File: src/rtl/core/indexed_byte_list_engine_top_defines.svh
// Assertion macros used by the list engine sequencer.
`ifndef INDEXED_BYTE_LIST_ENGINE_TOP_DEFINES_SVH
`define INDEXED_BYTE_LIST_ENGINE_TOP_DEFINES_SVH
// assert that an antecedent implies a consequent in the same cycle
`define IBL_ASSERT_IMP(label, clk, rst_n, ante, cons, msg) \
	label: assert property (@(posedge clk) disable iff (!rst_n) (ante) |-> (cons)) \
		else $error(msg);
// assert that an antecedent implies a consequent in the next cycle
`define IBL_ASSERT_NEXT(label, clk, rst_n, ante, cons, msg) \
	label: assert property (@(posedge clk) disable iff (!rst_n) (ante) |=> (cons)) \
		else $error(msg);
`endif

File: src/rtl/core/ibl_pkg.sv
// Package: types, codes and sizes of the list engine.
package ibl_pkg;
	localparam int DEF_CAPACITY = 32;
	localparam int MAX_RESULTS  = 32;

	localparam logic [3:0] OP_SIZE     = 4'd0;
	localparam logic [3:0] OP_GET      = 4'd1;
	localparam logic [3:0] OP_EDIT     = 4'd2;
	localparam logic [3:0] OP_INS_TAIL = 4'd3;
	localparam logic [3:0] OP_INS_HEAD = 4'd4;
	localparam logic [3:0] OP_INS_AT   = 4'd5;
	localparam logic [3:0] OP_RM_TAIL  = 4'd6;
	localparam logic [3:0] OP_RM_HEAD  = 4'd7;
	localparam logic [3:0] OP_RM_AT    = 4'd8;
	localparam logic [3:0] OP_SEARCH   = 4'd9;
	localparam logic [3:0] OP_SORT_UP  = 4'd10;
	localparam logic [3:0] OP_SORT_DN  = 4'd11;
	localparam logic [3:0] OP_CLEAR    = 4'd12;

	localparam logic [2:0] ST_OK       = 3'd0;
	localparam logic [2:0] ST_EMPTY    = 3'd1;
	localparam logic [2:0] ST_BADIDX   = 3'd2;
	localparam logic [2:0] ST_FULL     = 3'd3;
	localparam logic [2:0] ST_NOTFOUND = 3'd4;

	typedef struct packed {
		logic [3:0]        operation;
		logic [4:0]        position;
		logic signed [7:0] value;
	} ibl_req_t;

	typedef struct packed {
		logic [2:0]        status;
		logic signed [7:0] data;
		logic [4:0]        match_index;
		logic [5:0]        length;
		logic              last;
	} ibl_rsp_t;
endpackage

File: src/rtl/core/indexed_byte_list_engine_top.sv
// Top level of the indexed byte list engine.
//  channel | signals               | transfer
//  request | start, busy, request  | start && !busy
//  result  | result_valid, result  | result_valid (one cycle, no stall)
// Size, clear, unused codes and errors found at the transfer: busy stays low, result in the cycle after the transfer.
// Get/edit: read, then result. Insert at p: each element from the tail down to p moves up one place (read, write).
// Remove at p: each later element moves down one place (read, write). Search: one read and compare per element;
// all matches but the last come out while busy is high. Sort: each element is compared with every later one.
// Reset empties the list; the receiver cannot stall, so nothing else holds the engine.
module indexed_byte_list_engine_top import ibl_pkg::*; #(
	parameter int CAPACITY = DEF_CAPACITY
) (
	input  logic     clk,
	input  logic     arst_n,
	input  logic     start,
	input  ibl_req_t request,
	output logic     busy,
	output logic     result_valid,
	output ibl_rsp_t result
);
	ibl_seq #(.CAPACITY(CAPACITY)) u_seq (
		.clk(clk), .arst_n(arst_n), .start(start), .req(request),
		.busy(busy), .result_valid(result_valid), .result(result)
	);
endmodule

File: src/rtl/core/ibl_seq.sv
// Sequencer: walks the element memory for each request; a new request is taken only while idle.
`include "indexed_byte_list_engine_top_defines.svh"
module ibl_seq import ibl_pkg::*; #(
	parameter int CAPACITY = DEF_CAPACITY
) (
	input  logic     clk,
	input  logic     arst_n,
	input  logic     start,
	input  ibl_req_t req,
	output logic     busy,
	output logic     result_valid,
	output ibl_rsp_t result
);
	localparam int AW = (CAPACITY > 1) ? $clog2(CAPACITY) : 1;
	localparam int CW = $clog2(CAPACITY + 1);
	localparam int PW = (CW > 5) ? CW : 5;

	localparam logic [3:0] S_IDLE = 4'd0;
	localparam logic [3:0] S_RDI  = 4'd1;
	localparam logic [3:0] S_GD   = 4'd2;
	localparam logic [3:0] S_INR  = 4'd3;
	localparam logic [3:0] S_INW  = 4'd4;
	localparam logic [3:0] S_RMC  = 4'd5;
	localparam logic [3:0] S_SHR  = 4'd6;
	localparam logic [3:0] S_SHW  = 4'd7;
	localparam logic [3:0] S_SCMP = 4'd8;
	localparam logic [3:0] S_SFIN = 4'd9;
	localparam logic [3:0] S_LDA  = 4'd10;
	localparam logic [3:0] S_RDJ  = 4'd11;
	localparam logic [3:0] S_CMP  = 4'd12;
	localparam logic [3:0] S_WBI  = 4'd13;

	logic [7:0]    mem [CAPACITY];
	logic [7:0]    rdata_q;
	logic [3:0]    state_q, state_d;
	logic [CW-1:0] cnt_q, cnt_d;
	logic [CW-1:0] i_q, i_d, j_q, j_d, end_q, end_d, pend_q, pend_d;
	logic [3:0]    op_q, op_d;
	logic [7:0]    val_q, val_d, a_q, a_d, d_q, d_d;
	logic [5:0]    nres_q, nres_d;
	ibl_rsp_t      rsp_d;
	logic          rv_d;

	logic          we;
	logic [AW-1:0] waddr, raddr;
	logic [7:0]    wdata;

	logic [PW-1:0] pos_w, cnt_w;
	logic [CW-1:0] last_idx;
	logic [7:0]    ka, kb;
	logic          swap_c, eq_c, is_sort;
	logic          clr_acc, rsp_err;

	assign busy     = (state_q != S_IDLE);
	assign pos_w    = PW'(req.position);
	assign cnt_w    = PW'(cnt_q);
	assign last_idx = cnt_q - CW'(1);

	always_ff @(posedge clk) begin
		if (we) mem[waddr] <= wdata;
		rdata_q <= mem[raddr];
	end

	// shared compare: signed ordering via offset binary
	assign ka      = a_q ^ 8'h80;
	assign kb      = rdata_q ^ 8'h80;
	assign swap_c  = (op_q == OP_SORT_DN) ? (ka < kb) : (ka > kb);
	assign eq_c    = (rdata_q == val_q);
	assign is_sort = (op_q == OP_SORT_UP) || (op_q == OP_SORT_DN);

	always_comb begin
		state_d = state_q;
		cnt_d   = cnt_q;
		i_d     = i_q;
		j_d     = j_q;
		end_d   = end_q;
		pend_d  = pend_q;
		op_d    = op_q;
		val_d   = val_q;
		a_d     = a_q;
		d_d     = d_q;
		nres_d  = nres_q;
		rsp_d   = result;
		rv_d    = 1'b0;
		we      = 1'b0;
		waddr   = i_q[AW-1:0];
		wdata   = rdata_q;
		raddr   = i_q[AW-1:0];
		unique case (state_q)
			S_IDLE: begin
				if (start) begin
					op_d   = req.operation;
					val_d  = req.value;
					nres_d = '0;
					rsp_d  = '{status: ST_OK, data: '0, match_index: '0,
						length: 6'(cnt_q), last: 1'b1};
					unique case (req.operation)
						OP_GET, OP_EDIT: begin
							if (cnt_q == '0) begin
								rsp_d.status = ST_EMPTY;
								rv_d         = 1'b1;
							end else if (pos_w >= cnt_w) begin
								rsp_d.status = ST_BADIDX;
								rv_d         = 1'b1;
							end else begin
								i_d     = pos_w[CW-1:0];
								state_d = S_RDI;
							end
						end
						OP_INS_TAIL, OP_INS_HEAD: begin
							if (cnt_q >= CW'(CAPACITY)) begin
								rsp_d.status = ST_FULL;
								rv_d         = 1'b1;
							end else begin
								i_d     = cnt_q;
								end_d   = (req.operation == OP_INS_TAIL) ? cnt_q : '0;
								state_d = S_INR;
							end
						end
						OP_INS_AT: begin
							if (pos_w >= cnt_w) begin
								rsp_d.status = ST_BADIDX;
								rv_d         = 1'b1;
							end else if (cnt_q >= CW'(CAPACITY)) begin
								rsp_d.status = ST_FULL;
								rv_d         = 1'b1;
							end else begin
								i_d     = cnt_q;
								end_d   = pos_w[CW-1:0];
								state_d = S_INR;
							end
						end
						OP_RM_TAIL, OP_RM_HEAD: begin
							if (cnt_q == '0) begin
								rsp_d.status = ST_EMPTY;
								rv_d         = 1'b1;
							end else begin
								i_d     = (req.operation == OP_RM_TAIL) ? last_idx : '0;
								state_d = S_RDI;
							end
						end
						OP_RM_AT: begin
							if (pos_w >= cnt_w) begin
								rsp_d.status = ST_BADIDX;
								rv_d         = 1'b1;
							end else begin
								i_d     = pos_w[CW-1:0];
								state_d = S_RDI;
							end
						end
						OP_SEARCH: begin
							if (cnt_q == '0) begin
								rsp_d.status = ST_EMPTY;
								rv_d         = 1'b1;
							end else begin
								i_d     = '0;
								state_d = S_RDI;
							end
						end
						OP_SORT_UP, OP_SORT_DN: begin
							if (cnt_q == '0) begin
								rsp_d.status = ST_EMPTY;
								rv_d         = 1'b1;
							end else if (cnt_q == CW'(1)) begin
								rv_d = 1'b1;
							end else begin
								i_d     = '0;
								j_d     = CW'(1);
								state_d = S_RDI;
							end
						end
						OP_CLEAR: begin
							cnt_d        = '0;
							rsp_d.length = '0;
							rv_d         = 1'b1;
						end
						default: begin
							rv_d = 1'b1;
						end
					endcase
				end
			end
			S_RDI: begin
				if (op_q == OP_GET || op_q == OP_EDIT) state_d = S_GD;
				else if (op_q == OP_SEARCH) state_d = S_SCMP;
				else if (is_sort) state_d = S_LDA;
				else state_d = S_RMC;
			end
			S_GD: begin
				rsp_d.data = rdata_q;
				rv_d       = 1'b1;
				state_d    = S_IDLE;
				if (op_q == OP_EDIT) begin
					we    = 1'b1;
					wdata = val_q;
				end
			end
			S_INR: begin
				raddr   = AW'(i_q - CW'(1));
				state_d = S_INW;
			end
			S_INW: begin
				we    = 1'b1;
				wdata = (i_q == end_q) ? val_q : rdata_q;
				if (i_q == end_q) begin
					cnt_d        = cnt_q + CW'(1);
					rsp_d.length = 6'(cnt_q + CW'(1));
					rv_d         = 1'b1;
					state_d      = S_IDLE;
				end else begin
					i_d     = i_q - CW'(1);
					state_d = S_INR;
				end
			end
			S_RMC: begin
				d_d = rdata_q;
				if (i_q + CW'(1) >= cnt_q) begin
					cnt_d        = last_idx;
					rsp_d.length = 6'(last_idx);
					rsp_d.data   = rdata_q;
					rv_d         = 1'b1;
					state_d      = S_IDLE;
				end else begin
					raddr   = AW'(i_q + CW'(1));
					state_d = S_SHW;
				end
			end
			S_SHW: begin
				we      = 1'b1;
				i_d     = i_q + CW'(1);
				state_d = S_SHR;
			end
			S_SHR: begin
				if (i_q + CW'(1) >= cnt_q) begin
					cnt_d        = last_idx;
					rsp_d.length = 6'(last_idx);
					rsp_d.data   = d_q;
					rv_d         = 1'b1;
					state_d      = S_IDLE;
				end else begin
					raddr   = AW'(i_q + CW'(1));
					state_d = S_SHW;
				end
			end
			S_SCMP: begin
				if (eq_c) begin
					if (nres_q != '0) begin
						rsp_d = '{status: ST_OK, data: val_q, match_index: 5'(pend_q),
							length: 6'(cnt_q), last: 1'b0};
						rv_d  = 1'b1;
					end
					pend_d = i_q;
					nres_d = nres_q + 6'd1;
				end
				if ((eq_c && nres_q == 6'(MAX_RESULTS - 1)) || i_q == last_idx) begin
					state_d = S_SFIN;
				end else begin
					i_d     = i_q + CW'(1);
					state_d = S_RDI;
				end
			end
			S_SFIN: begin
				rv_d    = 1'b1;
				state_d = S_IDLE;
				if (nres_q == '0) begin
					rsp_d = '{status: ST_NOTFOUND, data: '0, match_index: '0,
						length: 6'(cnt_q), last: 1'b1};
				end else begin
					rsp_d = '{status: ST_OK, data: val_q, match_index: 5'(pend_q),
						length: 6'(cnt_q), last: 1'b1};
				end
			end
			S_LDA: begin
				a_d     = rdata_q;
				raddr   = j_q[AW-1:0];
				state_d = S_CMP;
			end
			S_RDJ: begin
				raddr   = j_q[AW-1:0];
				state_d = S_CMP;
			end
			S_CMP: begin
				if (swap_c) begin
					we    = 1'b1;
					waddr = j_q[AW-1:0];
					wdata = a_q;
					a_d   = rdata_q;
				end
				if (j_q == last_idx) begin
					state_d = S_WBI;
				end else begin
					j_d     = j_q + CW'(1);
					state_d = S_RDJ;
				end
			end
			S_WBI: begin
				we    = 1'b1;
				wdata = a_q;
				if (i_q + CW'(2) >= cnt_q) begin
					rv_d    = 1'b1;
					state_d = S_IDLE;
				end else begin
					i_d     = i_q + CW'(1);
					j_d     = i_q + CW'(2);
					state_d = S_RDI;
				end
			end
			default: begin
				state_d = S_IDLE;
			end
		endcase
	end

	always_ff @(posedge clk or negedge arst_n) begin
		if (!arst_n) begin
			state_q      <= S_IDLE;
			cnt_q        <= '0;
			i_q          <= '0;
			j_q          <= '0;
			end_q        <= '0;
			pend_q       <= '0;
			op_q         <= '0;
			val_q        <= '0;
			a_q          <= '0;
			d_q          <= '0;
			nres_q       <= '0;
			result_valid <= 1'b0;
			result       <= '0;
		end else begin
			state_q      <= state_d;
			cnt_q        <= cnt_d;
			i_q          <= i_d;
			j_q          <= j_d;
			end_q        <= end_d;
			pend_q       <= pend_d;
			op_q         <= op_d;
			val_q        <= val_d;
			a_q          <= a_d;
			d_q          <= d_d;
			nres_q       <= nres_d;
			result_valid <= rv_d;
			result       <= rsp_d;
		end
	end

	assign clr_acc = start && !busy && (req.operation == OP_CLEAR);
	assign rsp_err = result_valid && (result.status != ST_OK);

	`IBL_ASSERT_IMP(a_cnt_cap, clk, arst_n, 1'b1, cnt_q <= CW'(CAPACITY), "count over capacity")
	`IBL_ASSERT_NEXT(a_clr, clk, arst_n, clr_acc, result_valid && !(|result.length), "clear length")
	`IBL_ASSERT_IMP(a_we_busy, clk, arst_n, we, busy, "memory write while idle")
	`IBL_ASSERT_IMP(a_err_last, clk, arst_n, rsp_err, result.last, "error result not last")
endmodule

File: config.mk
export PLATFORM = sky130hd
export DESIGN_NAME = indexed_byte_list_engine_top
export DESIGN_NICKNAME = d
export VERILOG_FILES = /design/src/rtl/core/ibl_pkg.sv /design/src/rtl/core/indexed_byte_list_engine_top.sv /design/src/rtl/core/ibl_seq.sv
export VERILOG_INCLUDE_DIRS = /design/src /design/src/rtl/core
export SDC_FILE = /design/constraint.sdc
export NUM_CORES = 1
export LEC_CHECK = 0
export ABC_AREA = 1
export BUFFER_PORTS_ARGS = -buffer_cell sky130_fd_sc_hd__buf_4
export CORE_MARGIN = 5
export CORE_UTILIZATION = 45
export CTS_CLUSTER_DIAMETER = 200
export DETAILED_ROUTE_END_ITERATION = 10
export SLEW_MARGIN = 20
export SYNTH_ARGS = -nofsm -noshare
export SYNTH_HDL_FRONTEND = slang
export SYNTH_HIERARCHICAL = 1
export SYNTH_SLANG_ARGS = --single-unit
File: constraint.sdc
create_clock -name clk -period 4.1 [get_ports clk]
set_input_delay 1.23 -clock clk [delete_from_list [all_inputs] [get_ports clk]]
set_output_delay 1.23 -clock clk [all_outputs]
set_load 0.02 [all_outputs]
==> impl_metrics.csv <==
group,metric,value,unit
clock_tree,clock-sinks,355,
hold_path,hold_class,"register to register",
global_route,grt_pass1_wl,84700,um
synthesis,ys_seq_area_share,53.9,%
clock_tree,clkTransAtPathRegs,60,ps
die,dieWidth,214,um
sta,maxClockFrequency,263,MHz
place,dpl.hpwl,35200,um
worst_setup_path,cp_max_fo,17,
synthesis,ys_seq_elements,355,
status,status,"complete, no violations",
worst_setup_path,path_cells,"inv_1 -> ha_1 -> nand2_1 -> o21ai_0 -> nand2_1 -> nand2_1 -> o211ai_1 -> nand2_1 -> nand2_2 -> o21ai_0 -> inv_1 -> nor2_1 -> nand2_1 -> nor2_1",
clock_tree,cts_tree,"yes",
clock_tree,numCtsBuffers,41,
pwr,total_power,17.3,mW
pwr,p_sw,7.71,mW
routing,routed_wirelength,53500,um
routing,via_per_inst,5.54,
pwr,power_density,808,nW/um2
hold_path,worstHoldStart,"u_seq/result[20]",
layout,final_common_cell,"nand2_1",
layout,nFillCells,3804,
clock_tree,cts_root_buf,"clkbuf_16",
sta,drv_slew,0,
layout,n_antenna_cell,0,
sta,worst_pin_slew,1010,ps
synthesis,synth_edf_count,256,
sta,setup_viol,0,
synthesis,synth_warnings,6,
clock_tree,ctsHoldBuffers,0,
clock_tree,cts_max_level,2,
global_route,grt_pass1_vias,14800,
synthesis,ys.flop_type,"edfxtp_1",
global_route,grt-ovfl-total,0,
synthesis,async_reset_ff_share,25.6,%
clock_tree,clock_path_buffers,3,
layout,regArea,10100,um2
routing,final_antenna_net_count,0,
global_route,grt_max_degree,129,
sta,setup_tns,0,ps
synthesis,syn_area_per_cell,8.80,um2
sta,final_hold_viol_count,0,
synthesis,yosys.cell_types.count,54,
sta,rsz0062_at_grt,"no",
clock_tree,cts_resized,0,
clock_tree,post_cts_buffers,0,
worst_setup_path,worst_path_largest_cell_delay,550,ps
pwr,p_seq_share,31.3,%
sta,fin_crit_sh,92.7,%
synthesis,synth_fp_nets,2189,
routing,drtIter0Drc,1790,
worst_setup_path,start_kind,"register",
sta,relSlewSlack,32.0,%
die,dieArea,45900,um2
global_route,antenna_found_initial,0,
clock_tree,worstSkewPairLatency,580,ps
routing,wl_per_cell,19.4,um
die,core,41000,um2
routing,vias,15300,
die,ioPinCount,45,
sta,clock-skew-final,23.4,ps
die,initial_utilization,45.8,%
place,gp_congestion,0.953,
pwr,power_frac_comb,47.2,%
synthesis,syn-cell-area,18800,um2
routing,post-route-drc-count,0,
worst_setup_path,cp_slowest_cell,"dfxtp_1",
pwr,swShare,44.7,%
worst_setup_path,worstSetupPathType,"register to register",
synthesis,syn_inst,2133,
worst_setup_path,crit_path_start,"u_seq/rdata_q[3]",
worst_setup_path,cp.required,4310,ps
die,rows,74,
layout,layout-drive-gt1-share,10.9,%
layout,fin_nets,2253,
pwr,power.internal,9.54,mW
layout,layout_common_cells,"nand2_1, inv_1, nand3_1",
sta,layout_min_cycle_time,3800,ps
place,io_buffer_count,44,
layout,area_delta_synth_final,13.8,%
pwr,ir_drop,0.494,mV
die,die_y,214,um
flow_run,max_cap_violations,0,
worst_setup_path,cp_common_cell,"nand2_1",
pwr,p_clk_share,21.5,%
layout,multi_input_area,6670,um2
worst_setup_path,timing.rr.start,"u_seq/rdata_q[3]",
pwr,p_leak,9.59,nW
global_route,grt_usage,22.9,%
worst_setup_path,end_kind,"register",
routing,first_pass_iters,6,
worst_setup_path,worstPathArrival,4010,ps
-- path summary, 6_finish.rpt --
kind,to,cells past startpoint,slack [ps]
min,u_seq/result[20],2,480
max in group asynchronous,u_seq/d_q[2],2,2790
max,u_seq/mem[8][2],14,300
min reg2reg,u_seq/result[20],2,480
max reg2reg,u_seq/mem[8][2],14,300
min in group asynchronous,u_seq/i_q[0],1,610
-- power by group through the flow --
stage               Sequential (mW)  Combinational, mW  Clock, mW
global placement               5.45               8.02          0
detailed placement             5.46               8.09          0
global route                   5.44               8.90       3.97
CTS                            5.39               8.12       3.80
finish                         5.40               8.14       3.72
floorplan                      5.41               5.15          0
-- stage by stage --
| step | hold WS [ps] | instances | setup WS [ps] | cell area, um2 | utilization (%) |
|---|---|---|---|---|---|
| 3_3_place_gp | 464 | 2686 | 325 | 20000 | 48.7 |
| 4_1_cts | 483 | 2761 | 231 | 21300 | 52.0 |
| 2_1_floorplan | 453 | 2133 | 942 | 18800 | - |
| 3_5_place_dp | 467 | 2686 | 304 | 20000 | 48.7 |
| 6_report | 477 | 2761 | 298 | 21400 | 52.1 |
| 5_1_grt | 490 | 2761 | 58.2 | 21400 | 52.1 |
-- area by class of cell --
class	instances	area share, %
flip-flops and latches	355	47.4
multi-input cells	1277	31.2
inverters	399	7.01
clock buffers	47	5.15
repair buffers	123	4.73
well taps	532	3.12
clock inverters	28	1.34
-- per-layer routing --
layer  share of wire (%)  track usage (%)  up-vias
met5                   0                0        -
met4                 3.0             7.69        0
met3                 6.1             3.16       92
met2                  48             37.5      578
met1                  43             31.7     7351
li1                    -                -     7279
-- state kept, by name (all words and copies together), names as in the netlist --
signal and flops:
u_seq/state_q 4, u_seq/rdata_q 8, u_seq/op_q 4, u_seq/result_valid 1
u_seq/nres_q 6, u_seq/val_q 8, u_seq/pend_q 5, u_seq/result 23
u_seq/end_q 6, u_seq/a_q 8, u_seq/j_q 6, u_seq/mem 256
u_seq/i_q 6, u_seq/d_q 8, u_seq/cnt_q 6
-- worst max-delay path: cells and delay by family (launching register included) --
family                   cells  cell delay (ps)
buffers and inverters        2              280
AND/OR/NAND/NOR              8             1510
flip-flops                   1              550
adder cells (fa/ha/maj)      1              320
AO/OA/AOI/OAI                3              760
-- cell usage after synthesis (11+ instances only) --
| cell type | instances | area share, % |
|---|---|---|
| ha_1 | 36 | 2.4 |
| nand3_1 | 268 | 7.1 |
| o21ai_0 | 94 | 2.5 |
| inv_1 | 381 | 7.6 |
| buf_6 | 11 | 0.66 |
| nor2_1 | 106 | 2.1 |
| buf_4 | 16 | 0.64 |
| o21ai_1 | 15 | 0.40 |
| nor3_1 | 19 | 0.51 |
| a21oi_1 | 39 | 1.0 |
| edfxtp_1 | 256 | 41 |
| xor2_1 | 18 | 0.84 |
| nand4_1 | 143 | 4.8 |
| nand2_1 | 434 | 8.7 |
| clkbuf_1 | 30 | 0.60 |
| dfrtp_1 | 91 | 12 |
| buf_2 | 45 | 1.2 |
| inv_2 | 16 | 0.32 |
-- logic make-up (layout without fill, tap and decap cells) --
family | after synthesis | after routing | synth area share (%)
compound gates | 213 | 213 | 6.78
xor+xnor | 21 | 21 | 0.980
fa+ha+maj | 36 | 36 | 2.40
buf+inv | 501 | 597 | 11.1
flops | 355 | 355 | 53.9
simple gates | 1007 | 1007 | 24.8
(Power assumes the default switching activity.)
